[src/rtl/fqds_pkg.sv]
// Shared widths, reset values and the result record of the queue delay statistics block.
// Has no dependencies; every other file in rtl imports it.
package fqds_pkg;

    localparam int TIME_WIDTH = 32;
    localparam int SUM_WIDTH  = 48;
    localparam int CNT_WIDTH  = 32;
    localparam int OBS_WIDTH  = 32;

    // 400.0 in Q24.8.
    localparam logic [OBS_WIDTH-1:0] OBSERVE_RESET = OBS_WIDTH'(102400);

    typedef logic [TIME_WIDTH-1:0] time_t;
    typedef logic [SUM_WIDTH-1:0]  sum_t;
    typedef logic [CNT_WIDTH-1:0]  cnt_t;

    // One result item; the running fields double as the block's statistics state.
    typedef struct packed {
        time_t job_delay;
        time_t job_wait;
        time_t job_departure;
        logic  was_delayed;
        cnt_t  jobs_seen;
        cnt_t  jobs_undelayed;
        cnt_t  jobs_at_observe;
        time_t greatest_delay;
        sum_t  total_delay;
        sum_t  total_wait;
        sum_t  total_service;
    } fqds_result_t;

endpackage

[src/rtl/fqds_in_stage.sv]
// Input register of the queue delay statistics block: captures one job per cycle while it is empty or its job moves on.
// Depends on fqds_pkg.
module fqds_in_stage (
    input  logic                  aclk,
    input  logic                  aresetn,
    input  logic                  s_valid,
    output logic                  s_ready,
    input  fqds_pkg::time_t       s_arrival_time,
    input  fqds_pkg::time_t       s_service_time,
    input  logic                  advance,
    output logic                  job_valid,
    output fqds_pkg::time_t       job_arrival,
    output fqds_pkg::time_t       job_service
);
    import fqds_pkg::*;

    logic  valid_reg;
    logic  valid_next;
    time_t arrival_reg;
    time_t service_reg;
    logic  load;

    // The stage frees up in the same cycle that its item moves on.
    assign s_ready = !valid_reg || advance;
    assign load    = s_valid && s_ready;

    always_comb begin
        valid_next = valid_reg;
        if (load) begin
            valid_next = 1'b1;
        end else if (advance) begin
            valid_next = 1'b0;
        end
    end

    always_ff @(posedge aclk) begin
        if (!aresetn) begin
            valid_reg <= 1'b0;
        end else begin
            valid_reg <= valid_next;
        end
    end

    always_ff @(posedge aclk) begin
        if (load) begin
            arrival_reg <= s_arrival_time;
            service_reg <= s_service_time;
        end
    end

    assign job_valid   = valid_reg;
    assign job_arrival = arrival_reg;
    assign job_service = service_reg;

endmodule

[src/rtl/fqds_update.sv]
// Next-state logic of the queue delay statistics: one Lindley step plus the running statistics.
// Depends on fqds_pkg.
module fqds_update (
    input  fqds_pkg::time_t          arrival,
    input  fqds_pkg::time_t          service,
    input  logic [fqds_pkg::OBS_WIDTH-1:0] observe_time,
    input  fqds_pkg::fqds_result_t   prev,
    output fqds_pkg::fqds_result_t   next
);
    import fqds_pkg::*;

    localparam time_t TIME_MAX = '1;
    localparam sum_t  SUM_MAX  = '1;
    localparam cnt_t  CNT_MAX  = '1;

    logic                  delayed;
    time_t                 delay;
    time_t                 start;
    logic [TIME_WIDTH:0]   wait_ext;
    logic [TIME_WIDTH:0]   dep_ext;
    time_t                 wait_sat;
    time_t                 dep_sat;
    logic [SUM_WIDTH:0]    dsum_ext;
    logic [SUM_WIDTH:0]    wsum_ext;
    logic [SUM_WIDTH:0]    ssum_ext;
    logic                  straddle;

    assign delayed = arrival < prev.job_departure;
    assign delay   = delayed ? (prev.job_departure - arrival) : '0;

    // Departure equals the later of arrival and last departure plus service,
    // saturated; this matches arrival plus the saturated wait in every case and
    // keeps the departure path to one add.
    assign start    = delayed ? prev.job_departure : arrival;
    assign wait_ext = {1'b0, delay} + {1'b0, service};
    assign dep_ext  = {1'b0, start} + {1'b0, service};
    assign wait_sat = wait_ext[TIME_WIDTH] ? TIME_MAX : wait_ext[TIME_WIDTH-1:0];
    assign dep_sat  = dep_ext[TIME_WIDTH]  ? TIME_MAX : dep_ext[TIME_WIDTH-1:0];

    assign straddle = (TIME_WIDTH'(dep_sat) > observe_time) && (arrival < observe_time);

    assign dsum_ext = {1'b0, prev.total_delay}   + (SUM_WIDTH + 1)'(delay);
    assign wsum_ext = {1'b0, prev.total_wait}    + (SUM_WIDTH + 1)'(wait_sat);
    assign ssum_ext = {1'b0, prev.total_service} + (SUM_WIDTH + 1)'(service);

    always_comb begin
        next.job_delay      = delay;
        next.job_wait       = wait_sat;
        next.job_departure  = dep_sat;
        next.was_delayed    = delayed;
        next.jobs_seen      = (prev.jobs_seen == CNT_MAX) ? CNT_MAX
                                                         : prev.jobs_seen + cnt_t'(1);
        next.jobs_undelayed = prev.jobs_undelayed;
        if (!delayed && prev.jobs_undelayed != CNT_MAX) begin
            next.jobs_undelayed = prev.jobs_undelayed + cnt_t'(1);
        end
        next.jobs_at_observe = prev.jobs_at_observe;
        if (straddle && prev.jobs_at_observe != CNT_MAX) begin
            next.jobs_at_observe = prev.jobs_at_observe + cnt_t'(1);
        end
        next.greatest_delay = (delayed && delay > prev.greatest_delay) ? delay
                                                                       : prev.greatest_delay;
        next.total_delay   = dsum_ext[SUM_WIDTH] ? SUM_MAX : dsum_ext[SUM_WIDTH-1:0];
        next.total_wait    = wsum_ext[SUM_WIDTH] ? SUM_MAX : wsum_ext[SUM_WIDTH-1:0];
        next.total_service = ssum_ext[SUM_WIDTH] ? SUM_MAX : ssum_ext[SUM_WIDTH-1:0];
    end

endmodule

[src/rtl/fifo_queue_delay_statistics.sv]
// Top level of the single-server FIFO queue delay statistics block.
// Depends on fqds_pkg, fqds_in_stage and fqds_update.
//
// Each accepted item is one job (arrival and service time, Q24.8) and yields one
// result item with its delay, wait and departure plus the running counts, the
// greatest delay and the saturating sums, all as they stand after that job.
// The block takes one job per clock cycle while the result side does not stall; a job
// waits in the input register and its result is loaded into the result register. While
// the result side stalls, the block holds one result and one waiting job and then stops
// accepting. The rate is set by the departure-time register, which is read and rewritten
// by a single compare and add for every job. The user must write observe_time through
// cfg_wr_en/cfg_wr_data only while no job is in flight; the block does not enforce this.
module fifo_queue_delay_statistics (
    input  logic                                aclk,
    input  logic                                aresetn,
    input  logic                                cfg_wr_en,
    input  logic [fqds_pkg::OBS_WIDTH-1:0]      cfg_wr_data,
    input  logic                                s_valid,
    output logic                                s_ready,
    input  fqds_pkg::time_t                     s_arrival_time,
    input  fqds_pkg::time_t                     s_service_time,
    output logic                                m_valid,
    input  logic                                m_ready,
    output fqds_pkg::time_t                     m_job_delay,
    output fqds_pkg::time_t                     m_job_wait,
    output fqds_pkg::time_t                     m_job_departure,
    output logic                                m_was_delayed,
    output fqds_pkg::cnt_t                      m_jobs_seen,
    output fqds_pkg::cnt_t                      m_jobs_undelayed,
    output fqds_pkg::cnt_t                      m_jobs_at_observe,
    output fqds_pkg::time_t                     m_greatest_delay,
    output fqds_pkg::sum_t                      m_total_delay,
    output fqds_pkg::sum_t                      m_total_wait,
    output fqds_pkg::sum_t                      m_total_service
);
    import fqds_pkg::*;

    logic                  job_valid;
    time_t                 job_arrival;
    time_t                 job_service;
    logic                  advance;
    logic [OBS_WIDTH-1:0]  observe_reg;
    fqds_result_t          result_reg;
    fqds_result_t          result_next;
    logic                  m_valid_reg;
    logic                  m_valid_next;

    assign advance = job_valid && (!m_valid_reg || m_ready);

    fqds_in_stage u_in_stage (
        .aclk           (aclk),
        .aresetn        (aresetn),
        .s_valid        (s_valid),
        .s_ready        (s_ready),
        .s_arrival_time (s_arrival_time),
        .s_service_time (s_service_time),
        .advance        (advance),
        .job_valid      (job_valid),
        .job_arrival    (job_arrival),
        .job_service    (job_service)
    );

    fqds_update u_update (
        .arrival      (job_arrival),
        .service      (job_service),
        .observe_time (observe_reg),
        .prev         (result_reg),
        .next         (result_next)
    );

    always_comb begin
        m_valid_next = m_valid_reg;
        if (advance) begin
            m_valid_next = 1'b1;
        end else if (m_ready) begin
            m_valid_next = 1'b0;
        end
    end

    // The result register also holds the statistics state, so it is reset to zero.
    always_ff @(posedge aclk) begin
        if (!aresetn) begin
            m_valid_reg <= 1'b0;
            observe_reg <= OBSERVE_RESET;
            result_reg  <= '0;
        end else begin
            m_valid_reg <= m_valid_next;
            if (cfg_wr_en) begin
                observe_reg <= cfg_wr_data;
            end
            if (advance) begin
                result_reg <= result_next;
            end
        end
    end

    assign m_valid           = m_valid_reg;
    assign m_job_delay       = result_reg.job_delay;
    assign m_job_wait        = result_reg.job_wait;
    assign m_job_departure   = result_reg.job_departure;
    assign m_was_delayed     = result_reg.was_delayed;
    assign m_jobs_seen       = result_reg.jobs_seen;
    assign m_jobs_undelayed  = result_reg.jobs_undelayed;
    assign m_jobs_at_observe = result_reg.jobs_at_observe;
    assign m_greatest_delay  = result_reg.greatest_delay;
    assign m_total_delay     = result_reg.total_delay;
    assign m_total_wait      = result_reg.total_wait;
    assign m_total_service   = result_reg.total_service;

endmodule

[config.mk]
export PLATFORM = sky130hd
export DESIGN_NAME = fifo_queue_delay_statistics
export DESIGN_NICKNAME = d
export VERILOG_FILES = /design/src/rtl/fqds_pkg.sv /design/src/rtl/fqds_in_stage.sv /design/src/rtl/fqds_update.sv /design/src/rtl/fifo_queue_delay_statistics.sv
export SDC_FILE = /design/constraint.sdc
export NUM_CORES = 1
export LEC_CHECK = 0
export ABC_CLOCK_PERIOD_IN_PS = 18370
export BUFFER_PORTS_ARGS = -buffer_cell sky130_fd_sc_hd__buf_2
export CAP_MARGIN = 10
export CORE_ASPECT_RATIO = 1.75
export CORE_UTILIZATION = 45
export CTS_CLUSTER_DIAMETER = 60
export DETAILED_ROUTE_END_ITERATION = 12
export PLACE_DENSITY = 0.63
export SKIP_CTS_REPAIR_TIMING = 1
export SLEW_MARGIN = 20
export SYNTH_ARGS = -nofsm -noshare
export SYNTH_HDL_FRONTEND = slang
export SYNTH_SLANG_ARGS = --single-unit
[constraint.sdc]
create_clock -name aclk -period 18.37 [get_ports aclk]
set_clock_uncertainty 0.15 [all_clocks]
set_input_delay 3.674 -clock aclk [delete_from_list [all_inputs] [get_ports aclk]]
set_output_delay 3.674 -clock aclk [all_outputs]
set_load 0.005 [all_outputs]
# Word-level counts from Yosys, hierarchy flattened
# Index checks and enable logic that the tools add are counted.
# op_classes
addsub,9
n_lt_le_gt_ge,4
n_eq_ne,3
n_mux,12
reduce_logical,16
# ops
cell,n
2-to-1 mux 32 bit,5
adder 48 x 32 -> 49 bit,3
2-to-1 mux 48 bit,3
"adder 32 x 1 -> 32 bit, second input constant",3
adder 32 x 32 -> 33 bit,2
greater-than comparator 32 bit,2
< comparator 32 bit,2
"inequality test 32 bit, second input constant",2
"== test 32 bit, second input constant",1
subtractor 32 bit,1
logical AND 1 bit,6
AND reduction 2 bit,3
2-to-1 mux 1 bit,4
nonzero test 2 bit,2
logical NOT 1 bit,3
logical OR 1 bit,2
# word_totals
regBits,467
input_bits,101
out_inout_bits,371
word_cells,60

# Depth between registers and ports, before layout
# Gate-level depths: netlist of run 1.
# logic_depth
ltp_word,8
mapped_depth,40
mapped_depth_nobuf,36

# Modules after synthesis
# A second synthesis of run 1 with hierarchy kept.
# hier_totals
hier_cells,4487
hier_area_um2,35888.2
# by_module_without_submodules
mod,instances,cells_per_inst,area_per_inst_um2,seq_area_each_um2
fqds_update,1,2711,18006.0,0.0
fifo_queue_delay_statistics,1,1707,15902.8,8047.7
fqds_in_stage,1,69,1979.4,1941.9

# Worst setup path before layout of run 1
# OpenSTA, ideal clock, no wires.
# synth_path
kind,input to output
from,input m_ready
to,output s_ready
arrival_time_ns,3.917
required_time_ns,14.546
slack_ns,10.629
cell_stages,2
n_path_buf,0
path_cell_list,nor2b_1 > nand2_1
# synth_via
elab_chain_cells,3
# synth_rtl
element,line_no,text
"start, declared",fifo_queue_delay_statistics.sv:23,"input logic m_ready,"
logical OR 1 bit,fifo_queue_delay_statistics.sv:48,assign advance = job_valid && (!m_valid_reg || m_ready);
logical AND 1 bit,fifo_queue_delay_statistics.sv:48,
logical OR 1 bit,fqds_in_stage.sv:24,assign s_ready = !valid_reg || advance;
"end, declared",fifo_queue_delay_statistics.sv:19,"output logic s_ready,"
# Every way passes these cells.

==> reports/metrics.cfg, run 1 <==
[cells_and_area]
fin_area_mm2=0.0351
nFillCells=6655
area_growth_pct=15.3
fin_cells=5001
final_net_count=4469
layout-drive-gt1-share_pct=15.3
diodes=0

[sta]
fin_ws_ns=8.51
hold_violations=0
slew_viol_final=0
final.setup.tns_ns=0
worst_pin_slew_ns=1.11
setup_viol=0
relSlewSlack_pct=25.4
rsz0062_at_grt=false
period_minus_slack_ns=9.86
finalCritPeriodShare_pct=53.7
fmaxAchievable_mhz=101

[placement]
portBuffers=471
place.gp.congestion=1.02
placed_area_mm2=0.0334
dpl.cell_count=4911
preCtsSetupSlack_ns=8.66
dp_hpwl_mm=87.0

[run_status]
violations=DRC
status=finished with violations

[critical_path]
end_kind=flip-flop
r2r-end=m_total_wait[38]
rr_startpoint=m_job_departure[0]
slowest_stage=nor2_1
r2r_slack_ns=8.51
worstPathArrival_ns=10.23
worst-setup-path-type=flip-flop to flip-flop
critPathMaxFanout=47
crit_required_ns=18.74
max_stage_delay_ns=0.76
cp-start-kind=flip-flop
ff2ff_path_depth=35

[detailed_routing]
wire_per_inst_um=22.6
drt_iter0_drc=1442
vias=29200
viasPerCell=5.84
antenna_left=0
wirelength_mm=113
dr.pass1.iters=9
route.detailed.drc=1

[synthesis]
synth_edf_count=64
synth_top_cell_by_area=dfxtp_1
ys_seq_elements=467
ys_seq_area_share_pct=32.8
syn_inst=3700
async_reset_ff_share_pct=0
syn-num-nets=4097
synth_common_cells=dfxtp_1 (403), a21oi_1 (377), nor2_1 (323)
yosys_warnings=0
synth_top_area_share_pct=26.5
synth_most_common_cell=dfxtp_1
synth.area.top_cells=dfxtp_1 (27%), ha_1 (12%), edfxtp_1 (6.3%)
synth_ff_type=dfxtp_1
synth_cell_types=88
synthesis.area_mm2=0.0304
syn_area_per_cell_um2=8.23

[global_route]
grt_usage_pct=32.1
grt_pass1_wl_mm=167
grt_max_degree=227
antenna_found_initial=1
grt_pass1_vias=28000
globalRoute.totalOverflow=0

[cts]
cts.clk_slew.worst_paths_ns=0.06
tritoncts=yes
clock_sinks=467
clkLatencyLatePin_ns=0.64
htreeDepth=2
clk_path_buf_depth=3
cts_inserted_buffers=48
root_buffer=clkbuf_16

[worst_hold_path]
whs_path_depth=2
hold_path.startpoint=m_job_delay[6]
holdCritPathClass=flip-flop to flip-flop
holdPathEnd=m_job_delay[6]

[die]
core_area_mm2=0.0666
die-area_mm2=0.0687
initial_core_util_pct=45.7
dieWidth_um=199
fp.dieH_um=346
num_rows=125
pin_count=472

[power]
powerDensity_mw_per_mm2=87.9
leakagePower_uw=0.0156
peakVddDrop_mv=0.0827

[job]
cap_violations=0

cell type report:
cell class / count / area (µm²) / area share (%)
Multi-Input combinational cell: 2885 / 19100 / 54.5
Tap cell: 889 / 1110 / 3.17
Sequential cell: 467 / 9990 / 28.5
Inverter: 178 / 673 / 1.92
Clock inverter: 27 / 322 / 0.916
Clock buffer: 63 / 1340 / 3.82
Timing Repair Buffer: 492 / 2530 / 7.22
metrics by stage:
step / power, µW / utilization [%] / hold slack (ns)
2_1_floorplan: 1750 / - / 0.303
5_1_grt: 3230 / 52.7 / 0.323
3_3_place_gp: 2040 / 50.2 / 0.292
3_5_place_dp: 2040 / 50.2 / 0.296
4_1_cts: 3090 / 52.7 / 0.305
6_report: 3080 / 52.7 / 0.306
critical path, delay by kind of cell, from the launching register on:
| kind | cells | cell delay, ns |
|---|---|---|
| adder cells (fa/ha/maj) | 5 | 1.34 |
| AO/OA/AOI/OAI | 16 | 4.36 |
| buffers and inverters | 5 | 0.81 |
| flip-flops | 1 | 0.35 |
| AND/OR/NAND/NOR | 9 | 2.67 |
where the power goes:
group	internal (µW)	switching, µW
clock network	594	460
logic	337	552
registers	1080	58.6
cell families after synthesis:
logic type,Yosys count,synth area share (%)
compound gates,1170,23.7
xor+xnor,243,6.99
fa+ha+maj,296,12.3
buf+inv,348,4.52
flops,467,32.8
mux,63,2.07
simple gates,1113,17.6
cell usage in the layout (no fill, tap or decap), drive strengths merged, types with 102 or more instances in the layout:
cell type and count:
ha 290, xor2 121, nand2 301, o21ai 310, a21o 133, dfxtp 403, nand3 102, buf 492
nor2 323, a21oi 379, xnor2 122, inv 183
worst max-delay path by stage:
stage,from,to,slack (ns),cells after the start
2_1_floorplan,m_ready,s_ready,10.63,2
3_3_place_gp,u_in_stage.job_arrival[0],m_total_wait[38],8.71,34
3_5_place_dp,u_in_stage.job_arrival[0],m_total_wait[38],8.66,34
4_1_cts,m_job_departure[0],m_total_wait[38],8.60,35
5_1_grt,m_job_departure[0],m_total_wait[38],7.68,35
6_report,m_job_departure[0],m_total_wait[38],8.51,35
routing by layer:
layer	vias to the layer above	global-route usage, %	share of wire [%]
met5	-	0	0.0097
met4	2	20.9	7.3
met3	282	5.50	6.1
met2	976	56.5	49
met1	13800	34.8	37
li1	14200	-	-
Power figures use the tool's default switching activity.
==> run 2, diff against run 1 <==
--- a/config.mk
+++ b/config.mk
@@ -5,7 +5,7 @@
 export SDC_FILE = /design/constraint.sdc
 export NUM_CORES = 1
 export LEC_CHECK = 0
-export ABC_CLOCK_PERIOD_IN_PS = 18370
+export ABC_CLOCK_PERIOD_IN_PS = 9100
 export BUFFER_PORTS_ARGS = -buffer_cell sky130_fd_sc_hd__buf_2
 export CAP_MARGIN = 10
 export CORE_ASPECT_RATIO = 1.75
==> constraint.sdc (replaced) <==
create_clock -name aclk -period 9.1 [get_ports aclk]
set_clock_uncertainty 0.15 [all_clocks]
set_input_delay 1.82 -clock aclk [delete_from_list [all_inputs] [get_ports aclk]]
set_output_delay 1.82 -clock aclk [all_outputs]
set_load 0.005 [all_outputs]
==> run 2 against run 1 <==
The run now ends clean; fmax grew 15%; die area is the same; register-to-register slack lost 8.0 ns; sequential power grew 100%; combinational power grew 110%; clock-buffer cell count grew 8; global-route usage grew 0.49 points; power grew 100%; worst setup slack lost 8.0 ns; final cell count grew 0.98%; non-clock buffer count grew 45.
==> reports/metrics.cfg, run 2 (synthesis results as in run 1) <==
[placement]
dp_hpwl_mm=89.0
place.gp.congestion=0.990
dpl.cell_count=4953
portBuffers=471
placed_area_mm2=0.0338

[power]
p_sw_share_pct=35.2
powerDensity_mw_per_mm2=176
seq_power_share_pct=36.9
p_clk_share_pct=33.6
leakagePower_uw=0.0158
intPower_uw=4050
peakVddDrop_mv=0.161
p_comb_share_pct=29.5
p_sw_uw=2200

[die]
num_rows=125
initial_core_util_pct=45.7
dieWidth_um=199
die-area_mm2=0.0687
fp.dieH_um=346
core_area_mm2=0.0666
pin_count=472

[cells_and_area]
fin_util_pct=53.3
fin_area_mm2=0.0355
seq_area_mm2=0.00999
fin_cells=5050
layout-drive-gt1-share_pct=16.3
nFillCells=6607
final_cell_mix=buf_2 (470), dfxtp_1 (403), a21oi_1 (377)
multi_input_area_mm2=0.0192
final_net_count=4517
layout_commonest_cell=buf_2
area_growth_pct=16.6

[critical_path]
critPathMaxFanout=27
end_kind=flip-flop
worstPathArrival_ns=8.99
slowest_stage=or4b_1
worst-setup-path-type=flip-flop to flip-flop
crit_required_ns=9.51
cp-start-kind=flip-flop
crit_top_cell=ha_1
max_stage_delay_ns=0.64

[sta]
hold_violations=0
setup_viol=0
rsz0062_at_grt=false
worst_pin_slew_ns=1.11
fmaxAchievable_mhz=117
finalCritPeriodShare_pct=94.2
slew_viol_final=0
hold_slack_ns=0.306
period_minus_slack_ns=8.58
relSlewSlack_pct=25.6
final.setup.tns_ns=0

[cts]
cts.clk_slew.worst_paths_ns=0.07
clock_sinks=467
clkLatencyLatePin_ns=0.65
root_buffer=clkbuf_16
cts_inserted_buffers=50
htreeDepth=2
clk_path_buf_depth=3
tritoncts=yes

[global_route]
grt_util_met1_pct=35.0
globalRoute.totalOverflow=0
grt_pass1_wl_mm=170
grt_usage_pct=32.5
antenna_found_initial=1
grtUsageMet2_pct=55.7
grt_busiest_layer=met2
grt_pass1_vias=28600
met3_usage_pct=5.89
grt_max_degree=107

[detailed_routing]
antenna_left=0
wire_per_inst_um=22.7
route.detailed.drc=0
wirelength_mm=114
viasPerCell=5.86
vias=29600
dr.pass1.iters=5
drt_iter0_drc=1408

[run_status]
status=complete, no violations

[worst_hold_path]
holdCritPathClass=flip-flop to flip-flop

[job]
cap_violations=0

[run 2: critical path: cells and delay by family, from the launching register on]
family / cells / cell delay, ns
compound gates: 15 / 3.02
simple gates: 10 / 3.04
buf+inv: 4 / 0.70
flops: 1 / 0.42
fa+ha+maj: 4 / 1.14
[run 2: worst paths after layout]
path / endpoint / start / depth (start not counted) / slack, ns
max: m_jobs_at_observe[27] / u_in_stage.job_arrival[0] / 33 / 0.52
min: m_job_delay[17] / m_job_delay[17] / 2 / 0.31
max reg2reg: m_jobs_at_observe[27] / u_in_stage.job_arrival[0] / 33 / 0.52
min reg2reg: m_job_delay[17] / m_job_delay[17] / 2 / 0.31
[run 2: per-stage QoR]
stage                     total power (µW)  worst slack (ns)
after floorplan                       3540              1.38
after global placement                4160             0.212
after detailed placement              4160            0.0865
after CTS                             6270            0.0312
after global routing                  6540            0.0929
final                                 6250             0.523
[run 2: power groups by stage]
stage | Clock [µW] | Combinational, µW | Sequential [µW]
6_report | 2100 | 1850 | 2310
3_3_place_gp | 0 | 1820 | 2350
3_5_place_dp | 0 | 1820 | 2350
4_1_cts | 2140 | 1830 | 2300
5_1_grt | 2210 | 2020 | 2310
2_1_floorplan | 0 | 1240 | 2300
[run 2: per-layer routing]
layer	share of wire (%)	up-vias	routed length, µm
met1	37	14000	42300
met2	48	998	55000
met3	6.0	323	6920
met4	8.9	0	10200
met5	0	-	0
li1	-	14300	-
[run 2: final cells by class]
type | instances | area share (%)
sequential | 467 | 28.1
timing repair buffer | 537 | 8.21
clock inverter | 21 | 0.543
inverter | 178 | 1.90
multi-input combinational | 2886 | 54.0
tap | 889 | 3.13
antenna | 1 | 0.00705
clock buffer | 71 | 4.08
